<file path="config.mk">
export PLATFORM = sky130hd
export DESIGN_NAME = cfk_report_ser
export DESIGN_NICKNAME = d
export VERILOG_FILES = /design/src/hw/rtl/cfk_pkg.sv /design/src/hw/rtl/cfk_report_ser.sv
export SDC_FILE = /design/constraint.sdc
export NUM_CORES = 1
export LEC_CHECK = 0
export BUFFER_PORTS_ARGS = -buffer_cell sky130_fd_sc_hd__buf_2
export CAP_MARGIN = 15
export CORE_MARGIN = 2
export CORE_UTILIZATION = 30
export CTS_CLUSTER_DIAMETER = 120
export DETAILED_ROUTE_END_ITERATION = 12
export SETUP_SLACK_MARGIN = 0.02
export SLEW_MARGIN = 20
export SYNTH_ARGS = -nofsm -noshare
export SYNTH_HDL_FRONTEND = slang
export SYNTH_SLANG_ARGS = --single-unit
</file>
<file path="constraint.sdc">
create_clock -name clk -period 7.9 [get_ports clk]
set_clock_uncertainty 0.1 [all_clocks]
set_input_delay 0 -clock clk [delete_from_list [all_inputs] [get_ports clk]]
set_output_delay 0 -clock clk [all_outputs]
set_load 0.02 [all_outputs]
</file>
<file path="src/hw/rtl/cfk_pkg.sv">
// Shared types, constants and helpers for the caliper frame to key report block.
`default_nettype none

package cfk_pkg;

  localparam int unsigned MAG_W      = 20;
  localparam int unsigned DIGIT_W    = 4;
  localparam int unsigned NUM_CELLS  = 6;
  localparam int unsigned INCH_KEYS  = 13;
  localparam int unsigned METRIC_KEYS = 11;
  localparam int unsigned KEY_W      = 8;
  localparam int unsigned CNT_W      = 4;

  // ceil(2^23 / 10); exact quotient for any value below 2^22
  localparam logic [MAG_W-1:0] RECIP_TEN = 20'd838861;
  localparam int unsigned      RECIP_SH  = 23;

  localparam logic [MAG_W-1:0] MAX_VALUE_RST = 20'd15500;

  localparam logic [KEY_W-1:0] KEY_NONE   = 8'h00;
  localparam logic [KEY_W-1:0] KEY_DASH   = 8'h38;
  localparam logic [KEY_W-1:0] KEY_DECSEP = 8'h36;
  localparam logic [KEY_W-1:0] KEY_GAP    = 8'h2C;
  localparam logic [KEY_W-1:0] KEY_RETURN = 8'h28;
  localparam logic [KEY_W-1:0] KEY_ZERO  = 8'h27;
  localparam logic [KEY_W-1:0] KEY_ONE   = 8'h1E;
  localparam logic [KEY_W-1:0] KEY_A     = 8'h04;
  localparam logic [KEY_W-1:0] KEY_M     = KEY_A + 8'd12;
  localparam logic [KEY_W-1:0] KEY_L     = KEY_A + 8'd11;
  localparam logic [KEY_W-1:0] KEY_O     = KEY_A + 8'd14;
  localparam logic [KEY_W-1:0] KEY_Z     = KEY_A + 8'd24;
  localparam logic [KEY_W-1:0] KEY_FIVE  = KEY_ONE + 8'd4;

  localparam logic REG_MAX_VALUE = 1'b0;
  localparam logic REG_MODIFIER  = 1'b1;

  typedef struct packed {
    logic [MAG_W-1:0]                    w;
    logic [NUM_CELLS-1:0][DIGIT_W-1:0]   dig;
    logic [NUM_CELLS-1:0]                nz;
    logic                                neg;
    logic                                inch;
    logic                                odd;
    logic                                rej;
  } conv_t;

  function automatic logic [KEY_W-1:0] digit_key(input logic [DIGIT_W-1:0] d);
    logic [KEY_W-1:0] code;
    if (d == '0) begin
      code = KEY_ZERO;
    end else begin
      code = KEY_ONE + {{(KEY_W-DIGIT_W){1'b0}}, d} - 8'd1;
    end
    return code;
  endfunction

endpackage

`default_nettype wire

</file>
<file path="src/hw/rtl/cfk_report_ser.sv">
// Key layout and report serializer with the output register.
`default_nettype none

module cfk_report_ser (
  input  wire logic                         clk,
  input  wire logic                         rst,
  input  wire logic                         in_valid,
  input  wire cfk_pkg::conv_t               in_item,
  output logic                              in_stall,
  input  wire logic [cfk_pkg::KEY_W-1:0]    modifier_byte,
  output logic                              out_valid,
  input  wire logic                         out_stall,
  output logic [cfk_pkg::KEY_W-1:0]         key_code,
  output logic [cfk_pkg::KEY_W-1:0]         report_modifier,
  output logic                              frame_rejected,
  output logic                              last
);

  logic                      busy;
  logic                      rej_q;
  logic                      phase;
  logic [cfk_pkg::CNT_W-1:0] remain;
  logic [cfk_pkg::INCH_KEYS-1:0][cfk_pkg::KEY_W-1:0] keys;
  logic [cfk_pkg::INCH_KEYS-1:0][cfk_pkg::KEY_W-1:0] keys_new;
  logic                      adv;
  logic                      finishing;
  logic                      load;
  logic [cfk_pkg::KEY_W-1:0] lead;

  assign adv       = !out_valid || !out_stall;
  assign finishing = busy && adv && (rej_q || (phase && remain == '0));
  assign in_stall  = busy && !finishing;
  assign load      = in_valid && !in_stall;

  always_comb begin
    keys_new = '0;
    if (in_item.neg) begin
      lead = cfk_pkg::KEY_DASH;
    end else if (in_item.inch ? in_item.nz[4] : in_item.nz[5]) begin
      lead = cfk_pkg::digit_key(in_item.inch ? in_item.dig[4] : in_item.dig[5]);
    end else begin
      lead = cfk_pkg::KEY_NONE;
    end
    keys_new[0] = lead;
    if (in_item.inch) begin
      keys_new[1]  = cfk_pkg::digit_key(in_item.dig[3]);
      keys_new[2]  = cfk_pkg::KEY_DECSEP;
      keys_new[3]  = cfk_pkg::digit_key(in_item.dig[2]);
      keys_new[4]  = cfk_pkg::digit_key(in_item.dig[1]);
      keys_new[5]  = cfk_pkg::digit_key(in_item.dig[0]);
      keys_new[6]  = in_item.odd ? cfk_pkg::KEY_FIVE : cfk_pkg::KEY_NONE;
      keys_new[7]  = cfk_pkg::KEY_GAP;
      keys_new[8]  = cfk_pkg::KEY_Z;
      keys_new[9]  = cfk_pkg::KEY_O;
      keys_new[10] = cfk_pkg::KEY_L;
      keys_new[11] = cfk_pkg::KEY_L;
      keys_new[12] = cfk_pkg::KEY_RETURN;
    end else begin
      keys_new[1]  = in_item.nz[4] ? cfk_pkg::digit_key(in_item.dig[4]) : cfk_pkg::KEY_NONE;
      keys_new[2]  = in_item.nz[3] ? cfk_pkg::digit_key(in_item.dig[3]) : cfk_pkg::KEY_NONE;
      keys_new[3]  = cfk_pkg::digit_key(in_item.dig[2]);
      keys_new[4]  = cfk_pkg::KEY_DECSEP;
      keys_new[5]  = cfk_pkg::digit_key(in_item.dig[1]);
      keys_new[6]  = cfk_pkg::digit_key(in_item.dig[0]);
      keys_new[7]  = cfk_pkg::KEY_GAP;
      keys_new[8]  = cfk_pkg::KEY_M;
      keys_new[9]  = cfk_pkg::KEY_M;
      keys_new[10] = cfk_pkg::KEY_RETURN;
    end
  end

  always_ff @(posedge clk) begin
    if (rst) begin
      busy      <= 1'b0;
      out_valid <= 1'b0;
    end else begin
      if (adv) begin
        out_valid <= busy;
      end
      if (load) begin
        busy <= 1'b1;
      end else if (finishing) begin
        busy <= 1'b0;
      end
    end
  end

  always_ff @(posedge clk) begin
    if (busy && adv) begin
      if (rej_q) begin
        key_code        <= cfk_pkg::KEY_NONE;
        report_modifier <= '0;
        frame_rejected  <= 1'b1;
        last            <= 1'b1;
      end else if (!phase) begin
        key_code        <= keys[0];
        report_modifier <= modifier_byte;
        frame_rejected  <= 1'b0;
        last            <= 1'b0;
      end else begin
        key_code        <= cfk_pkg::KEY_NONE;
        report_modifier <= '0;
        frame_rejected  <= 1'b0;
        last            <= (remain == '0);
      end
    end
    if (load) begin
      rej_q  <= in_item.rej;
      phase  <= 1'b0;
      remain <= in_item.inch ? cfk_pkg::CNT_W'(cfk_pkg::INCH_KEYS - 1)
                             : cfk_pkg::CNT_W'(cfk_pkg::METRIC_KEYS - 1);
      keys   <= keys_new;
    end else if (busy && adv && !rej_q) begin
      if (!phase) begin
        phase <= 1'b1;
      end else begin
        phase  <= 1'b0;
        remain <= remain - 1'b1;
        for (int i = 0; i < cfk_pkg::INCH_KEYS - 1; i++) begin
          keys[i] <= keys[i+1];
        end
        keys[cfk_pkg::INCH_KEYS-1] <= cfk_pkg::KEY_NONE;
      end
    end
  end

endmodule

`default_nettype wire
</file>
==> results.json, run 1 <==
{
  "ant_nets": 0,
  "die_area_mm2": 0.0157,
  "synth-main-ff-cell": "edfxtp_1",
  "power.leakage_nw": 2.12,
  "n_fill_cell": 1430,
  "clk_pin_slew_worst_paths_ns": 0.06,
  "coreArea_mm2": 0.0144,
  "clock.fmax_mhz": 356,
  "min_period_ns": 2.81,
  "setup_tns_ns": 0,
  "yosys.area.top_type_share_pct": 57.9,
  "yosys.area.top_type": "edfxtp_1",
  "syn2layout_area_growth_pct": 20.5,
  "diodes": 0,
  "fin_crit_sh_pct": 35.6,
  "async_flop_share_pct": 0,
  "postSynthAreaPerCell_um2": 11.6,
  "grt_pass1_wl_um": 14600,
  "io_buffers": 60,
  "die_h_um": 125,
  "cp_max_fo": 87,
  "critPathKind": "register to register",
  "cap_violations": 0,
  "chipWidth_um": 125,
  "clockBufferDepth": 2,
  "ioPinCount": 86,
  "rsz0062_at_grt": "false",
  "final_cell_mix": "edfxtp_1, buf_2, nand2_1, o21ai_0, and2_1",
  "synthCells": 380,
  "cp_cell_sequence": "inv_1 -> ha_1 -> and4bb_4 -> o211ai_4 -> buf_4 -> inv_2 -> mux2_2",
  "critPathCaptureType": "register",
  "grt_pass1_vias": 3090,
  "start_kind": "register",
  "hold_path_class": "primary input to register",
  "slew_viol_final": 0,
  "final_common_cell": "edfxtp_1",
  "start_util_pct": 30.6,
  "tightestPinTransition_ns": 0.873,
  "layout_setup_ws_ns": 5.09,
  "cp.required_ns": 7.89,
  "antenna_found_initial": 0,
  "stdcell_count": 642,
  "drtIter0Drc": 171,
  "clock_latency_ns": 0.34,
  "nets": 533,
  "cts.sinks": 88,
  "gp_congestion": 0.819,
  "yosysSeqAreaShare_pct": 59.3,
  "max_slew_margin_pct": 41.8,
  "max_stage_delay_ns": 0.65,
  "ir_drop_uv": 125,
  "numPlacedInstances": 609,
  "grt.overflow.total": 0,
  "setup_viol": 0,
  "drt-total-wl_um": 8870,
  "rows": 44,
  "clock-root-buffer": "clkbuf_16",
  "place_area_mm2": 0.00485,
  "fin_util_pct": 36.8,
  "cts_max_level": 3,
  "dp_hpwl_um": 6020,
  "ys_types": 56,
  "grt_start_max_net_pins": 88,
  "vias": 3056,
  "cts-buffers-inserted": 9,
  "viasPerCell": 4.76,
  "stdcell_area_mm2": 0.00531,
  "synth-seq-cells": 88,
  "hold_violations": 0,
  "drc": 0,
  "drt_first_pass_iters": 4,
  "synth-edff-count": 85,
  "grt_usage_pct": 11.6,
  "status": "completed",
  "critPathSlowestCell": "buf_4",
  "cp.arrival_ns": 2.80,
  "drive_above_1_share_pct": 20.1,
  "cts_setup_buffers": 0,
  "synth_area_mm2": 0.00441,
  "p_per_area_mw_per_mm2": 218,
  "synth_area_leaders": "edfxtp_1, ha_1, and2_1, nand2_1, o21ai_0",
  "wire_per_inst_um": 13.8,
  "cts_tree": "built",
  "dpl_worst_slack_ns": 5.06,
  "yosys_warnings": 0
}
==> registers in the layout, indices dropped and copies added, names as in the netlist <==
signal	count
keys	64
report_modifier	8
key_code	6
remain	4
busy	1
frame_rejected	1
last	1
out_valid	1
phase	1
rej_q	1
==> cell type report <==
class,count,area [um2],share of cell area [%]
sequential,88,2610,49.2
multi-input combinational,252,1600,30.1
timing repair buffer,80,493,9.28
tap,184,230,4.33
clock buffer,9,225,4.24
inverter,22,82.6,1.55
clock inverter,7,70.1,1.32
==> synthesized netlist by cell type, types with 5 or more instances <==
master,instances
edfxtp_1,85
nand2_1,45
o21ai_0,30
and2_1,27
nor2_1,22
inv_1,21
a21oi_1,18
ha_1,14
a21o_1,10
nand2b_1,9
buf_4,7
buf_2,6
mux2i_1,5
nor3_1,5
==> report_power, final <==
group          internal [mW]  switching, mW
Sequential             0.568         0.0114
Combinational         0.0608         0.0924
Clock                  0.245          0.178
Total                  0.874          0.281
==> worst max-delay path: cells and delay by family (launching register included) <==
| kind | cells | cell delay (ns) |
|---|---|---|
| buffers and inverters | 3 | 1.11 |
| flip-flops | 1 | 0.37 |
| multiplexers | 1 | 0.37 |
| AND/OR/NAND/NOR | 1 | 0.22 |
| adder cells (fa/ha/maj) | 1 | 0.20 |
| AO/OA/AOI/OAI | 1 | 0.17 |
==> routing by layer <==
metal  GRT usage (%)  vias to the layer above  wire, um
met1            13.7                     1435      3950
li1                -                     1512         -
met4            4.97                        0       246
met5               0                        -         0
met3            3.77                       19       522
met2            19.4                       90      4150
==> through the flow <==
stage          total power [mW]  hold WS (ns)
3_3_place_gp              0.732        0.0696
4_1_cts                    1.17        0.0102
3_5_place_dp              0.738        0.0740
6_report                   1.16        0.0239
2_1_floorplan             0.693       -0.0276
5_1_grt                    1.21        0.0271
==> cell families (layout without fill, tap and decap cells) <==
kind of cell	after synthesis	after routing	synth area share, %
fa+ha+maj	14	14	3.98
buf+inv	41	118	4.60
xor+xnor	7	7	1.39
simple gates	126	126	14.4
compound gates	95	95	14.4
mux	8	8	1.90
flops	88	88	59.3
other cells	1	2	0.0851
==> path summary, 6_finish.rpt <==
| check | slack [ns] | cells past startpoint | endpoint | startpoint |
|---|---|---|---|---|
| worst min register to register | 0.40 | 1 | keys[61] | keys[69] |
| worst max register to register | 5.09 | 7 | keys[8] | remain[0] |
| worst min-delay path | 0.02 | 3 | keys[37] | in_item[17] |
| worst max-delay path | 5.09 | 7 | keys[8] | remain[0] |
==> what timing repair did <==
action,4_1_cts,5_1_grt
hold endpoints to repair,20,0
hold buffers,17,0
gates resized for setup,0,0
No activity file was read; power rests on OpenSTA's default activity.
==> run 2: changes to the inputs <==
- clock period: 7.9 -> 2.71 ns (I/O delays scaled with it)
==> results.json, run 2 (same netlist as run 1, synthesis figures left out) <==
{
  "cts_resized": 0,
  "coreArea_mm2": 0.0144,
  "clock_latency_ns": 0.34,
  "start_util_pct": 30.6,
  "cts-buffers-inserted": 9,
  "ir_drop_uv": 309,
  "critPathKind": "register to register",
  "max_slew_margin_pct": 45.5,
  "grt.overflow.total": 0,
  "setup_viol": 0,
  "numPlacedInstances": 611,
  "max_stage_delay_ns": 0.38,
  "start_kind": "register",
  "reg_top3": "keys: 64 flops, report_modifier: 8 flops, key_code: 6 flops",
  "cts_tree": "built",
  "clockBufferDepth": 2,
  "syn2layout_area_growth_pct": 20.2,
  "status": "completed",
  "cp.required_ns": 2.67,
  "drt_first_pass_iters": 4,
  "gp_congestion": 0.793,
  "top_register": "keys",
  "critPathSlowestCell": "edfxtp_1",
  "die_h_um": 125,
  "cp_cell_sequence": "inv_1 -> ha_1 -> and4bb_4 -> o211ai_4 -> buf_12 -> nand2_2 -> buf_12",
  "cp_max_fo": 75,
  "hold_path_class": "primary input to register",
  "power.leakage_nw": 2.12,
  "rows": 44,
  "clock-root-buffer": "clkbuf_16",
  "vias": 3033,
  "clock.fmax_mhz": 462,
  "cp.arrival_ns": 2.12,
  "crit_path_frequent_cell": "buf_12",
  "cpLargestDelayFamily": "buffers and inverters",
  "ioPinCount": 86,
  "min_period_ns": 2.16,
  "grt_pass1_vias": 3045,
  "tightestPinTransition_ns": 0.815,
  "grt_start_max_net_pins": 76,
  "drc": 0,
  "cts.sinks": 88,
  "antenna_found_initial": 0,
  "clk_pin_slew_worst_paths_ns": 0.07,
  "setup_tns_ns": 0,
  "cts_setup_buffers": 0,
  "final_common_cell": "edfxtp_1",
  "drtIter0Drc": 212,
  "grt_pass1_wl_um": 14500,
  "cap_violations": 0,
  "cts_max_level": 3,
  "stdcell_count": 641,
  "nets": 532,
  "largest_register_ffs": 64,
  "p_per_area_mw_per_mm2": 618,
  "io_buffers": 60,
  "final_cell_mix": "edfxtp_1, buf_2, nand2_1, o21ai_0, and2_1",
  "die_area_mm2": 0.0157,
  "cp_num_buf_inv": 3,
  "hold_violations": 0,
  "viasPerCell": 4.73,
  "grt_usage_pct": 11.5,
  "ant_nets": 0,
  "dp_hpwl_um": 6110,
  "wire_per_inst_um": 13.9,
  "drt-total-wl_um": 8880,
  "chipWidth_um": 125,
  "diodes": 0,
  "fin_crit_sh_pct": 79.9,
  "critPathCaptureType": "register",
  "slew_viol_final": 0,
  "drive_above_1_share_pct": 20.4,
  "rsz0062_at_grt": "false"
}
run 2: timing repair:
item	4_1_cts	5_1_grt
endpoints found under the hold margin	15	0
endpoints found under the setup margin	0	0
hold buffers	14	0
run 2: metal layers:
metal  up-vias  track usage, %  part of all wire, %
met5         -               0                    0
met4         0            2.88                 0.97
met3        11            4.15                  5.8
met2        67            19.8                   48
met1      1439            13.8                   45
li1       1516               -                    -
run 2: cell type report:
cell class | count | area, um2
clock buffer | 9 | 225
timing repair buffer | 79 | 503
fill | 1437 | 9130
tap | 184 | 230
multi-input combinational | 252 | 1600
sequential | 88 | 2610
clock inverter | 7 | 47.5
inverter | 22 | 82.6
run 2: path summary, 6_finish.rpt:
kind                    to  depth (start not counted)  slack, ns   startpoint
setup reg to reg   keys[0]                          7       0.55    remain[0]
hold reg to reg   keys[68]                          1       0.40     keys[76]
setup / recovery   keys[0]                          7       0.55    remain[0]
hold / removal    keys[27]                          3      0.004  in_item[21]
run 2: through the flow:
stage               power (mW)  area, um2  hold slack (ns)  utilization (%)  setup slack, ns
global placement          2.14       4890           0.0674             33.9            0.587
floorplan                 2.02       4410          -0.0276                -            0.115
CTS                       3.31       5300          0.00292             36.7            0.525
finish                    3.27       5300          0.00426             36.7            0.545
detailed placement        2.16       4890           0.0749             33.9            0.532
global route              3.43       5300           0.0312             36.7            0.392
run 2: worst reg2reg max path, cell delays in order, from the launching register on:
cell and delay, ns:
edfxtp_1 0.38, inv_1 0.07, ha_1 0.19, and4bb_4 0.21, o211ai_4 0.24, buf_12 0.31
nand2_2 0.11, buf_12 0.24
run 2: report_power, final:
group	switching, mW	internal, mW	total [mW]
Clock	0.513	0.620	1.13
Combinational	0.270	0.183	0.453
Sequential	0.0339	1.65	1.69
Total	0.817	2.46	3.27
